<file path="config.mk">
export PLATFORM = sky130hd
export DESIGN_NAME = uvs_div_cell
export DESIGN_NICKNAME = d
export VERILOG_FILES = /design/src/design/uvs_pkg.sv /design/src/design/uvs_div_cell.sv
export SDC_FILE = /design/constraint.sdc
export NUM_CORES = 1
export LEC_CHECK = 0
export BUFFER_PORTS_ARGS = -buffer_cell sky130_fd_sc_hd__buf_4
export CAP_MARGIN = 10
export CORE_MARGIN = 3
export CORE_UTILIZATION = 47
export CTS_BUF_LIST = sky130_fd_sc_hd__clkbuf_8
export DETAILED_ROUTE_END_ITERATION = 10
export PLACE_DENSITY = 0.84
export SLEW_MARGIN = 20
export SYNTH_ARGS = -nofsm -noshare
export SYNTH_HDL_FRONTEND = slang
export SYNTH_SLANG_ARGS = --single-unit
</file>
<file path="constraint.sdc">
create_clock -name clk -period 3.15 [get_ports clk]
set_clock_uncertainty 0.1 [all_clocks]
set_input_delay 0.315 -clock clk [delete_from_list [all_inputs] [get_ports clk]]
set_output_delay 0.315 -clock clk [all_outputs]
set_load 0.01 [all_outputs]
</file>
<file path="src/design/uvs_pkg.sv">
// Shared types, constants and arithmetic helpers for the UV sphere vertex generator.
`default_nettype none

package uvs_pkg;

  // Widths fixed by the word formats.
  localparam int unsigned CNT_W      = 11;
  localparam int unsigned REM_W      = 12;
  localparam int unsigned QUO_W      = 33;
  localparam int unsigned CFG_ADDR_W = 5;

  // One in Q1.30 and pi scaled by 2^32.
  localparam logic [30:0] Q30_ONE = 31'h4000_0000;
  localparam logic [33:0] PI_Q32  = 34'd13493037705;

  // Reciprocal multiply shift: exact floor division of 30-bit values by divisors up to 128.
  localparam int unsigned RECIP_SHIFT = 37;

  // Horner series divisors, one pair per cell, sine and cosine.
  localparam int unsigned HORNER_STEPS = 4;
  localparam int unsigned SIN_DIV [HORNER_STEPS] = '{72, 42, 20, 6};
  localparam int unsigned COS_DIV [HORNER_STEPS] = '{90, 56, 30, 12};

  localparam logic signed [63:0] POS_MIN  = -64'sd2147483648;
  localparam logic signed [63:0] POS_MAX  = 64'sd2147483647;
  localparam logic signed [63:0] NORM_MIN = -64'sd32768;
  localparam logic signed [63:0] NORM_MAX = 64'sd32767;

  // Register map, one register every four bytes.
  typedef enum logic [2:0] {
    REG_RADIUS,
    REG_CENTER_X,
    REG_CENTER_Y,
    REG_CENTER_Z,
    REG_SEGMENTS,
    REG_RINGS
  } uvs_reg_t;

  // Quadrant of a turn angle.
  typedef enum logic [1:0] {
    QUAD_FIRST,
    QUAD_SECOND,
    QUAD_THIRD,
    QUAD_FOURTH
  } uvs_quad_t;

  typedef struct packed {
    logic [CNT_W-1:0] ring_index;
    logic [CNT_W-1:0] segment_index;
  } uvs_item_t;

  typedef struct packed {
    logic signed [31:0] pos_x;
    logic signed [31:0] pos_y;
    logic signed [31:0] pos_z;
    logic signed [15:0] normal_x;
    logic signed [15:0] normal_y;
    logic signed [15:0] normal_z;
    logic               index_out_of_range;
  } uvs_vertex_t;

  // Word travelling through the divider cells.
  typedef struct packed {
    logic             oor;
    logic [REM_W-1:0] rem_phi;
    logic [REM_W-1:0] rem_psi;
    logic [QUO_W-1:0] quo_phi;
    logic [QUO_W-1:0] quo_psi;
  } uvs_div_t;

  // One angle while its series is evaluated.
  typedef struct packed {
    uvs_quad_t   quad;
    logic        swap;
    logic [29:0] x;
    logic [29:0] x2;
    logic [30:0] ws;
    logic [30:0] wc;
  } uvs_lane_t;

  typedef struct packed {
    logic      oor;
    uvs_lane_t phi;
    uvs_lane_t psi;
  } uvs_poly_t;

  // Divide by 2^sh, rounding half away from zero.
  function automatic logic signed [63:0] rnd_shift(input logic signed [63:0] v,
                                                   input int unsigned sh);
    logic signed [63:0] half;
    logic signed [63:0] mask;
    half = 64'sd1 <<< (sh - 1);
    mask = (64'sd1 <<< sh) - 64'sd1;
    if (v >= 64'sd0) begin
      return (v + half) >>> sh;
    end
    return (v - half + mask) >>> sh;
  endfunction

  function automatic logic signed [63:0] sat_s(input logic signed [63:0] v,
                                               input logic signed [63:0] lo,
                                               input logic signed [63:0] hi);
    if (v < lo) begin
      return lo;
    end
    if (v > hi) begin
      return hi;
    end
    return v;
  endfunction

endpackage

`default_nettype wire

</file>
<file path="src/design/uvs_div_cell.sv">
// One restoring division step for both angles: one quotient bit per cell.
`default_nettype none

module uvs_div_cell (
  input  logic                          clk,
  input  logic                          rst,
  input  logic [uvs_pkg::CNT_W-1:0]     count_phi,
  input  logic [uvs_pkg::CNT_W-1:0]     count_psi,
  input  logic                          src_valid,
  output logic                          src_stall,
  input  uvs_pkg::uvs_div_t             src,
  output logic                          dst_valid,
  input  logic                          dst_stall,
  output uvs_pkg::uvs_div_t             dst
);
  import uvs_pkg::*;

  logic             ge_phi;
  logic             ge_psi;
  logic [REM_W-1:0] diff_phi;
  logic [REM_W-1:0] diff_psi;
  uvs_div_t         dst_next;

  // Compare, subtract and double the partial remainder.
  always_comb begin
    ge_phi   = src.rem_phi >= REM_W'(count_phi);
    ge_psi   = src.rem_psi >= REM_W'(count_psi);
    diff_phi = ge_phi ? src.rem_phi - REM_W'(count_phi) : src.rem_phi;
    diff_psi = ge_psi ? src.rem_psi - REM_W'(count_psi) : src.rem_psi;
    dst_next.oor     = src.oor;
    dst_next.rem_phi = {diff_phi[REM_W-2:0], 1'b0};
    dst_next.rem_psi = {diff_psi[REM_W-2:0], 1'b0};
    dst_next.quo_phi = {src.quo_phi[QUO_W-2:0], ge_phi};
    dst_next.quo_psi = {src.quo_psi[QUO_W-2:0], ge_psi};
  end

  assign src_stall = dst_valid && dst_stall;

  always_ff @(posedge clk) begin
    if (rst) begin
      dst_valid <= 1'b0;
    end else if (!src_stall) begin
      dst_valid <= src_valid;
    end
  end

  always_ff @(posedge clk) begin
    if (!src_stall) begin
      dst <= dst_next;
    end
  end

endmodule

`default_nettype wire

</file>
==> flow_metrics.env <==
export IMPL_cts_repair_resize_count=0
export IMPL_crit_path_max_cell_delay_ps=400
export IMPL_path_cells="buf_4 > inv_1 > ha_1 > fa_1 > nand2b_2 > a21oi_2 > o21ai_1 > a32oi_2 > buf_4 > mux2_2"
export IMPL_outcome="completed"
export IMPL_worst_slew_pin_slew_ps=689
export IMPL_cts_inserted_buffers=9
export IMPL_synth_top_flop_cell="edfxtp_1"
export IMPL_clk_root_buffer_cell="clkbuf_8"
export IMPL_min_delay_path_class="input pin to flop"
export IMPL_max_clock_freq_mhz=434
export IMPL_clk_transition_reported_paths_ps=100
export IMPL_final_antenna_net_count=0
export IMPL_via_count=3194
export IMPL_synth_sequential_area_ratio_pct=64.1
export IMPL_io_buffers=205
export IMPL_nets=651
export IMPL_global_route_usage_over_all_layers_pct=21.3
export IMPL_finalMaxSlewViolations=0
export IMPL_setup_viol=0
export IMPL_synth_distinct_cells=54
export IMPL_antenna_diode_instance_count=0
export IMPL_worst_ir_drop_vdd_mv=0.291
export IMPL_final_layout_size_suffix_gt1_share_pct=48.0
export IMPL_drv_max_cap_violation_count=0
export IMPL_drt_iter0_drc=140
export IMPL_fp_dieW_um=101
export IMPL_flow_area_growth_from_synthesis_pct=44.6
export IMPL_floorplan_die_area_um2=10100
export IMPL_slew_headroom_pct=54.0
export IMPL_fp_coreArea_um2=8460
export IMPL_design_power_total_mw=2.96
export IMPL_detail_route_wl_per_cell_um=17.8
export IMPL_grt_overflow=0
export IMPL_initial_drt_pass_iterations=4
export IMPL_dp_wirelength_um=8830
export IMPL_antenna_found_initial=0
export IMPL_mappedNetlistArea_um2=4200
export IMPL_drt_vias_per_instance=5.15
export IMPL_grt_first_pass_wirelength_um=16400
export IMPL_grt_max_degree=52
export IMPL_syn_instance_count=293
export IMPL_finalWorstPathRequiredPeriod_ps=2300
export IMPL_worstSkewPairLatency_ps=330
export IMPL_ctsHoldBuffers=0
export IMPL_timing_critical_path_slowest_stage_cell="fa_1"
export IMPL_cellPowerDensity_nw_per_um2=488
export IMPL_clockBufferDepth=2
export IMPL_synth_warnings=0
export IMPL_initial_utilization_pct=49.7
export IMPL_cts_tree="done"
export IMPL_worstPathArrival_ps=2310
export IMPL_postCtsSetupRepairBufs=0
export IMPL_fp_dieH_um=101
export IMPL_syn_avg_cell_area_um2=14.3
export IMPL_critPathKind="input pin to flop"
export IMPL_rsz_0062_raised_after_global_routing="no"
export IMPL_totalNegativeSetupSlack_ps=0
export IMPL_final_core_utilization_pct=71.8
export IMPL_postRouteWirelength_um=11100
export IMPL_grt_pass1_vias=3103
export IMPL_crit_path_end_kind="flop"
export IMPL_gp_congestion=0.804
export IMPL_final_fill_count=572
export IMPL_synth_edf_count=89
export IMPL_final_period_utilization_pct=73.1
export IMPL_most_used_cell_cp="buf_4"
export IMPL_remaining_drc_errors=0
export IMPL_num_io_pins=210
export IMPL_ys_async_sr_fraction_pct=0
export IMPL_worstPathMaxFanout=7
export IMPL_critPathLaunchType="input pin"
export IMPL_timing_hold_violations_final=0
export IMPL_cts_htree_levels=3
export IMPL_ys_ff_latch=90
export IMPL_placement_rows=33
export IMPL_leakage_power_summed_over_all_cells_nw=2.81
export IMPL_required_ps=3160
export IMPL_clkSinkCount=90
==> placed cells by master (no fill, tap or decap), drive strengths merged, types with 7 or more instances in the layout <==
cell type  Yosys  final
nor2          20     20
mux2          16     16
mux2i          7      7
clkbuf         0      9
ha            22     22
o21a           9      9
xnor2          8      8
a21oi         10     10
inv           32     37
buf            4    208
edfxtp        89     89
nand2         10     10
nor3           7      7
==> cell usage after synthesis, types with 2 or more instances <==
master | n | area share [%]
a211o_1 | 2 | 0.42
xnor2_1 | 8 | 1.7
nor3_1 | 6 | 0.71
a21oi_1 | 8 | 0.95
nand2_1 | 10 | 0.89
nor2_1 | 20 | 1.8
o21ai_1 | 2 | 0.24
ha_1 | 22 | 6.5
nand2b_1 | 3 | 0.45
a21oi_2 | 2 | 0.42
mux2_1 | 2 | 0.54
o2111ai_1 | 2 | 0.42
mux2i_1 | 7 | 1.7
fa_1 | 2 | 0.95
xor2_1 | 3 | 0.63
nor2b_1 | 4 | 0.60
a31oi_1 | 2 | 0.30
o211ai_1 | 2 | 0.36
or3_1 | 2 | 0.30
buf_4 | 3 | 0.54
inv_1 | 32 | 2.9
mux2_4 | 7 | 2.5
o21a_1 | 9 | 1.6
edfxtp_1 | 89 | 64
mux2_2 | 7 | 1.9
nand3_1 | 3 | 0.36
o21ai_0 | 3 | 0.36
a211oi_1 | 3 | 0.54
and4_1 | 3 | 0.63
==> final cells by class <==
cell class,instances,area [um^2],share of cell area (%)
clock buffer,9,124,2.04
clock inverter,7,58.8,0.967
inverter,32,120,1.98
multi-input combinational,168,1370,22.5
sequential,90,2690,44.3
tap,105,131,2.16
timing repair buffer,209,1580,26.1
==> path summary, 6_finish.rpt <==
| kind | startpoint | to | slack, ps | cells past startpoint |
|---|---|---|---|---|
| worst max-delay path | src[66] | dst[77] | 850 | 10 |
| worst max register to register | dst_valid | dst[46] | 1510 | 2 |
| worst min register to register | dst_valid | dst[12] | 1020 | 1 |
| worst min-delay path | src[63] | dst[64] | 40 | 1 |
==> critical path: cells and delay by family <==
family	cells	cell delay, ps
adders and majority gates	2	620
muxes	1	340
and+or+nand+nor	1	210
buffers and inverters	3	330
AOI/OAI and AO/OA	3	500
==> per-layer routing <==
metal  up-vias  part of all wire (%)  GRT usage (%)
met5         -                     0              0
met1      1506                    38           25.3
met3        14                   6.9           5.05
met4         0                   1.4           5.70
li1       1531                     -              -
met2       143                    54           38.5
==> power breakdown <==
part           internal (mW)  total [mW]  switching, mW
sequential              1.46        1.49         0.0354
combinational          0.395       0.722          0.328
clock                  0.303       0.748          0.445
total                   2.16        2.96          0.808
==> stage by stage <==
stage	std cells	area [um^2]	setup slack, ps	hold slack (ps)
6_report	620	6080	848	35.7
3_5_place_dp	603	5890	467	385
3_3_place_gp	603	5890	502	377
4_1_cts	619	6070	853	14.6
5_1_grt	620	6080	771	4.04
2_1_floorplan	294	4210	108	287
==> registers in the layout (all words and copies together), names as in the netlist <==
name / count
dst_valid: 1
dst: 89
==> cells by family (layout without fill, tap and decap cells) <==
group	Yosys count	count (layout)	share of synthesized area, %
other	1	2	0.0892
xor gates and xnor gates	11	11	2.29
muxes	23	23	6.58
buffers and inverters	36	257	3.66
DFF	90	90	64.1
AOI/OAI and AO/OA	46	46	8.07
adders and majority gates	24	24	7.50
and+or+nand+nor	62	62	7.74
Note: power is estimated with default switching activity, not from simulation.
