$ cat src/design/uvs_pkg.sv
// Shared types, constants and arithmetic helpers for the UV sphere vertex generator.
`default_nettype none

package uvs_pkg;

  // Widths fixed by the word formats.
  localparam int unsigned CNT_W      = 11;
  localparam int unsigned REM_W      = 12;
  localparam int unsigned QUO_W      = 33;
  localparam int unsigned CFG_ADDR_W = 5;

  // One in Q1.30 and pi scaled by 2^32.
  localparam logic [30:0] Q30_ONE = 31'h4000_0000;
  localparam logic [33:0] PI_Q32  = 34'd13493037705;

  // Reciprocal multiply shift: exact floor division of 30-bit values by divisors up to 128.
  localparam int unsigned RECIP_SHIFT = 37;

  // Horner series divisors, one pair per cell, sine and cosine.
  localparam int unsigned HORNER_STEPS = 4;
  localparam int unsigned SIN_DIV [HORNER_STEPS] = '{72, 42, 20, 6};
  localparam int unsigned COS_DIV [HORNER_STEPS] = '{90, 56, 30, 12};

  localparam logic signed [63:0] POS_MIN  = -64'sd2147483648;
  localparam logic signed [63:0] POS_MAX  = 64'sd2147483647;
  localparam logic signed [63:0] NORM_MIN = -64'sd32768;
  localparam logic signed [63:0] NORM_MAX = 64'sd32767;

  // Register map, one register every four bytes.
  typedef enum logic [2:0] {
    REG_RADIUS,
    REG_CENTER_X,
    REG_CENTER_Y,
    REG_CENTER_Z,
    REG_SEGMENTS,
    REG_RINGS
  } uvs_reg_t;

  // Quadrant of a turn angle.
  typedef enum logic [1:0] {
    QUAD_FIRST,
    QUAD_SECOND,
    QUAD_THIRD,
    QUAD_FOURTH
  } uvs_quad_t;

  typedef struct packed {
    logic [CNT_W-1:0] ring_index;
    logic [CNT_W-1:0] segment_index;
  } uvs_item_t;

  typedef struct packed {
    logic signed [31:0] pos_x;
    logic signed [31:0] pos_y;
    logic signed [31:0] pos_z;
    logic signed [15:0] normal_x;
    logic signed [15:0] normal_y;
    logic signed [15:0] normal_z;
    logic               index_out_of_range;
  } uvs_vertex_t;

  // Word travelling through the divider cells.
  typedef struct packed {
    logic             oor;
    logic [REM_W-1:0] rem_phi;
    logic [REM_W-1:0] rem_psi;
    logic [QUO_W-1:0] quo_phi;
    logic [QUO_W-1:0] quo_psi;
  } uvs_div_t;

  // One angle while its series is evaluated.
  typedef struct packed {
    uvs_quad_t   quad;
    logic        swap;
    logic [29:0] x;
    logic [29:0] x2;
    logic [30:0] ws;
    logic [30:0] wc;
  } uvs_lane_t;

  typedef struct packed {
    logic      oor;
    uvs_lane_t phi;
    uvs_lane_t psi;
  } uvs_poly_t;

  // Divide by 2^sh, rounding half away from zero.
  function automatic logic signed [63:0] rnd_shift(input logic signed [63:0] v,
                                                   input int unsigned sh);
    logic signed [63:0] half;
    logic signed [63:0] mask;
    half = 64'sd1 <<< (sh - 1);
    mask = (64'sd1 <<< sh) - 64'sd1;
    if (v >= 64'sd0) begin
      return (v + half) >>> sh;
    end
    return (v - half + mask) >>> sh;
  endfunction

  function automatic logic signed [63:0] sat_s(input logic signed [63:0] v,
                                               input logic signed [63:0] lo,
                                               input logic signed [63:0] hi);
    if (v < lo) begin
      return lo;
    end
    if (v > hi) begin
      return hi;
    end
    return v;
  endfunction

endpackage

`default_nettype wire

$ cat src/design/uvs_angle_cell.sv
// Turns quotients into folded angles in radians and their squares.
`default_nettype none

module uvs_angle_cell #(
  parameter int unsigned ANGLE_BITS = 20
) (
  input  logic              clk,
  input  logic              rst,
  input  logic              src_valid,
  output logic              src_stall,
  input  uvs_pkg::uvs_div_t src,
  output logic              dst_valid,
  input  logic              dst_stall,
  output uvs_pkg::uvs_poly_t dst
);
  import uvs_pkg::*;

  localparam int unsigned TURN_SHIFT = 32 - ANGLE_BITS;

  logic [31:0] turn [2];
  logic [29:0] frac [2];
  logic [29:0] fold [2];
  logic        swp  [2];
  logic [63:0] xprod [2];
  logic [29:0] xs   [2];

  logic        v1;
  logic        stall1;
  logic        src_stall_dn;
  logic        oor1;
  uvs_quad_t   quad1 [2];
  logic        swap1 [2];
  logic [29:0] x1    [2];

  logic [59:0] sq [2];
  uvs_poly_t   dst_next;

  // Stage one: turn angles, fold to an eighth turn, scale to radians.
  always_comb begin
    turn[0] = 32'(src.quo_phi << TURN_SHIFT);
    turn[1] = 32'((src.quo_psi >> 1) << TURN_SHIFT) + 32'hC000_0000;
    for (int k = 0; k < 2; k++) begin
      frac[k]  = turn[k][29:0];
      swp[k]   = frac[k] > 30'h2000_0000;
      fold[k]  = swp[k] ? 30'(31'h4000_0000 - {1'b0, frac[k]}) : frac[k];
      xprod[k] = {34'b0, fold[k]} * {30'b0, PI_Q32};
      xs[k]    = 30'(xprod[k] >> 33);
    end
  end

  assign stall1 = v1 && src_stall_dn;

  assign src_stall_dn = dst_valid && dst_stall;
  assign src_stall    = stall1;

  always_ff @(posedge clk) begin
    if (rst) begin
      v1 <= 1'b0;
    end else if (!stall1) begin
      v1 <= src_valid;
    end
  end

  always_ff @(posedge clk) begin
    if (!stall1) begin
      oor1 <= src.oor;
      for (int k = 0; k < 2; k++) begin
        quad1[k] <= uvs_quad_t'(turn[k][31:30]);
        swap1[k] <= swp[k];
        x1[k]    <= xs[k];
      end
    end
  end

  // Stage two: square of each angle, series accumulators start at one.
  always_comb begin
    for (int k = 0; k < 2; k++) begin
      sq[k] = {30'b0, x1[k]} * {30'b0, x1[k]};
    end
    dst_next.oor     = oor1;
    dst_next.phi.quad = quad1[0];
    dst_next.phi.swap = swap1[0];
    dst_next.phi.x    = x1[0];
    dst_next.phi.x2   = 30'(sq[0] >> 30);
    dst_next.phi.ws   = Q30_ONE;
    dst_next.phi.wc   = Q30_ONE;
    dst_next.psi.quad = quad1[1];
    dst_next.psi.swap = swap1[1];
    dst_next.psi.x    = x1[1];
    dst_next.psi.x2   = 30'(sq[1] >> 30);
    dst_next.psi.ws   = Q30_ONE;
    dst_next.psi.wc   = Q30_ONE;
  end

  always_ff @(posedge clk) begin
    if (rst) begin
      dst_valid <= 1'b0;
    end else if (!src_stall_dn) begin
      dst_valid <= v1;
    end
  end

  always_ff @(posedge clk) begin
    if (!src_stall_dn) begin
      dst <= dst_next;
    end
  end

endmodule

`default_nettype wire

$ cat config.mk
export PLATFORM = sky130hd
export DESIGN_NAME = uvs_angle_cell
export DESIGN_NICKNAME = d
export VERILOG_FILES = /design/src/design/uvs_pkg.sv /design/src/design/uvs_angle_cell.sv
export SDC_FILE = /design/constraint.sdc
export NUM_CORES = 2
export LEC_CHECK = 0
export ABC_AREA = 1
export BUFFER_PORTS_ARGS = -buffer_cell sky130_fd_sc_hd__buf_4
export CAP_MARGIN = 10
export CORE_MARGIN = 3
export CORE_UTILIZATION = 58
export DETAILED_ROUTE_END_ITERATION = 8
export PLACE_DENSITY = 0.76
export SYNTH_ARGS = -nofsm -noshare
export SYNTH_HDL_FRONTEND = slang
export SYNTH_SLANG_ARGS = --single-unit
$ cat constraint.sdc
create_clock -name clk -period 10.9 [get_ports clk]
set_input_delay 2.18 -clock clk [delete_from_list [all_inputs] [get_ports clk]]
set_output_delay 2.18 -clock clk [all_outputs]
set_load 0.01 [all_outputs]
==> impl_metrics.csv <==
group,metric,value,unit
grt,grt_pass1_vias,63900,
sta,setup-tns-final,0,ns
drt,drc,0,
synthesis,synth_cell_types,56,
clock_network,cts_sinks,196,
sta,relSlewSlack,16.7,%
synthesis,synth_ff_type,"edfxtp_1",
clock_network,cts_hold_buf,0,
drt,drt_wl_total,202,mm
synthesis,synthArstFlopShare,0,%
status,run_status,"completed",
critical_path,cp-startpoint,"src[1]",
sta,rsz0062_at_grt,"no",
synthesis,synth.top_cells.by_count,"inv_1 (3140), fa_1 (1760), nand2_1 (1355)",
clock_network,cts.clk_slew.worst_paths,0.11,ns
synthesis,syn-cell-area,81100,um2
drt,post_drt_wl_per_cell,18.0,um
sta,hold_viol,0,
clock_network,htreeDepth,4,
hold_path,hold_class,"reg2reg",
final_layout,fin_nets,12300,
critical_path,cp-endpoint,"x1[0][51]",
critical_path,r2r_setup_slack,2.52,ns
critical_path,critPathMaxFanout,8,
critical_path,cpPeakStageDelay,0.58,ns
placed_design,place_area,84300,um2
synthesis,synth_top_area_cell,"fa_1",
grt,track_usage,29.2,%
drt,ant_nets,0,
sta,slew_violations,0,
floorplan,coreArea,138000,um2
critical_path,cp.arrival,10.23,ns
sta,tightestPinTransition,1.25,ns
critical_path,cp-start-kind,"input port",
critical_path,r2r_start,"x1[0][9]",
floorplan,die_width,380,um
floorplan,io_pins,348,
sta,skew,0.0366,ns
final_layout,nFillCells,11800,
clock_network,cts_resized,0,
clock_network,postCtsSetupBuffers,0,
grt,antenna_found_initial,4,
floorplan,num_rows,136,
clock_network,cts_buffers,17,
floorplan,die_height,380,um
grt,grt_max_degree,65,
final_layout,register_area,5870,um2
final_layout,layout-drive-gt1-share,3.93,%
final_layout,finalInstanceArea,84900,um2
sta,timing.final.crit_share,91.2,%
placed_design,io_buffers,173,
clock_network,cts_max_path_buffers,2,
critical_path,cpMostUsedCell,"inv_1",
final_layout,area_growth,4.67,%
critical_path,reg2regPathDepth,25,
critical_path,critPathKind,"in2reg",
synthesis,yosys-top-cells-area,"fa_1 (43%), ha_1 (17%), inv_1 (15%), edfxtp_1 (7.2%), nand2_1 (6.3%)",
drt,first_pass_iters,6,
floorplan,start_util,58.7,%
placed_design,routabilityCongestion,0.960,
drt,via_per_inst,5.18,
synthesis,synth-edff-count,194,
drt,first_iter_violations,3688,
sta,finalSetupViolCount,0,
synthesis,syn_inst,9225,
critical_path,worstPathRequired,11.18,ns
sta,fmax,101,MHz
synthesis,synth.most_common_cell,"inv_1",
synthesis,syn-mean-instance-area,8.79,um2
synthesis,synth_top_cell_area_share,43.4,%
synthesis,synth-seq-cells,196,
final_layout,multiInputGateArea,62300,um2
drt,vias,58100,
synthesis,synth_warnings,0,
critical_path,reg2reg_to,"dst[207]",
synthesis,ys_seq_area_share,7.23,%
critical_path,crit_family,"adder cells",
job,max_cap_violations,0,
critical_path,worstSetupEndpointType,"flop",
clock_network,cts-root-buf,"clkbuf_16",
critical_path,cp_num_cells,32,
grt,grt_pass1_wl,333,mm
critical_path,worst-path-buf-inv,9,
floorplan,dieArea,144000,um2
critical_path,critPathSlowestCell,"o311ai_0",
grt,gr-total-overflow,0,
clock_network,clock_latency,0.55,ns
placed_design,dp_hpwl,173,mm
sta,min_period,9.94,ns
clock_network,tritoncts,"yes",
[sequential cells by signal (all words and copies together) (netlist names)]
register and count:
dst 127, dst_valid 1, oor1 1, quad1 4, swap1 2, v1 1, x1 60
[how the worst min path moves through the flow]
stage                startpoint        to  slack (ns)  cells past startpoint
floorplan              swap1[1]  dst[122]        0.40                      0
global placement    quad1[1][1]  dst[124]        0.40                      0
detailed placement  quad1[0][0]  dst[248]        0.40                      0
CTS                 quad1[0][0]  dst[248]        0.42                      0
global route        quad1[1][1]  dst[124]        0.44                      0
finish              quad1[0][0]  dst[248]        0.42                      0
[final cells by class]
class	instances	share of cell area [%]
inverters	3145	13.9
multi-input cells	5701	73.4
flip-flops and latches	196	6.91
well taps	1863	2.75
clock inverters	15	0.214
diodes	2	0.00590
repair buffers	264	2.33
clock buffers	17	0.501
[per-stage QoR]
| step | setup WS (ns) | cells | hold WS, ns | util [%] |
|---|---|---|---|---|
| after floorplan | 1.89 | 9347 | 0.400 | - |
| after global placement | 0.560 | 11200 | 0.401 | 61.0 |
| after detailed placement | 0.496 | 11200 | 0.405 | 61.0 |
| after CTS | 1.09 | 11200 | 0.423 | 61.4 |
| after global routing | 0.572 | 11200 | 0.442 | 61.4 |
| final | 0.955 | 11200 | 0.421 | 61.4 |
[cells by family (layout without fill, tap and decap cells)]
group	count (synthesis)	count (layout)	synth area share, %
buffers and inverters	3450	3441	16.6
other	2	126	0.00926
adders and majority gates	2852	2852	60.3
xor gates and xnor gates	178	178	1.97
AOI/OAI and AO/OA	630	630	4.47
and+or+nand+nor	1917	1917	9.47
DFF	196	196	7.23
[placed cells by master, fill, tap and decap left out, drive strengths merged, types with 2 or more instances in the layout]
cell	n
o21ai	161
clkinv	8
a21boi	12
nor4	19
nor3	36
o2111ai	3
inv	3151
o31a	2
conb	124
o21a	30
fa	1760
or2	12
a211oi	6
o21bai	19
nand4	18
a21oi	269
a31oi	57
o211ai	9
buf	264
nand3	79
and3	8
dfxtp	2
diode	2
edfxtp	194
xnor2	60
a311oi	2
clkbuf	17
a21o	47
nor2	368
nand2	1376
xor2	118
ha	1092
a221oi	3
o31ai	6
[metal layers]
metal  share of wire, %  GRT usage [%]
met1                 40           38.2
met2                 49           49.3
met3                6.7           4.80
met4                4.0           10.4
met5                  0              0
Power is left out: the tool's default activity adds up to more than one toggle a clock period on the data nets, which glitch-free logic cannot reach.
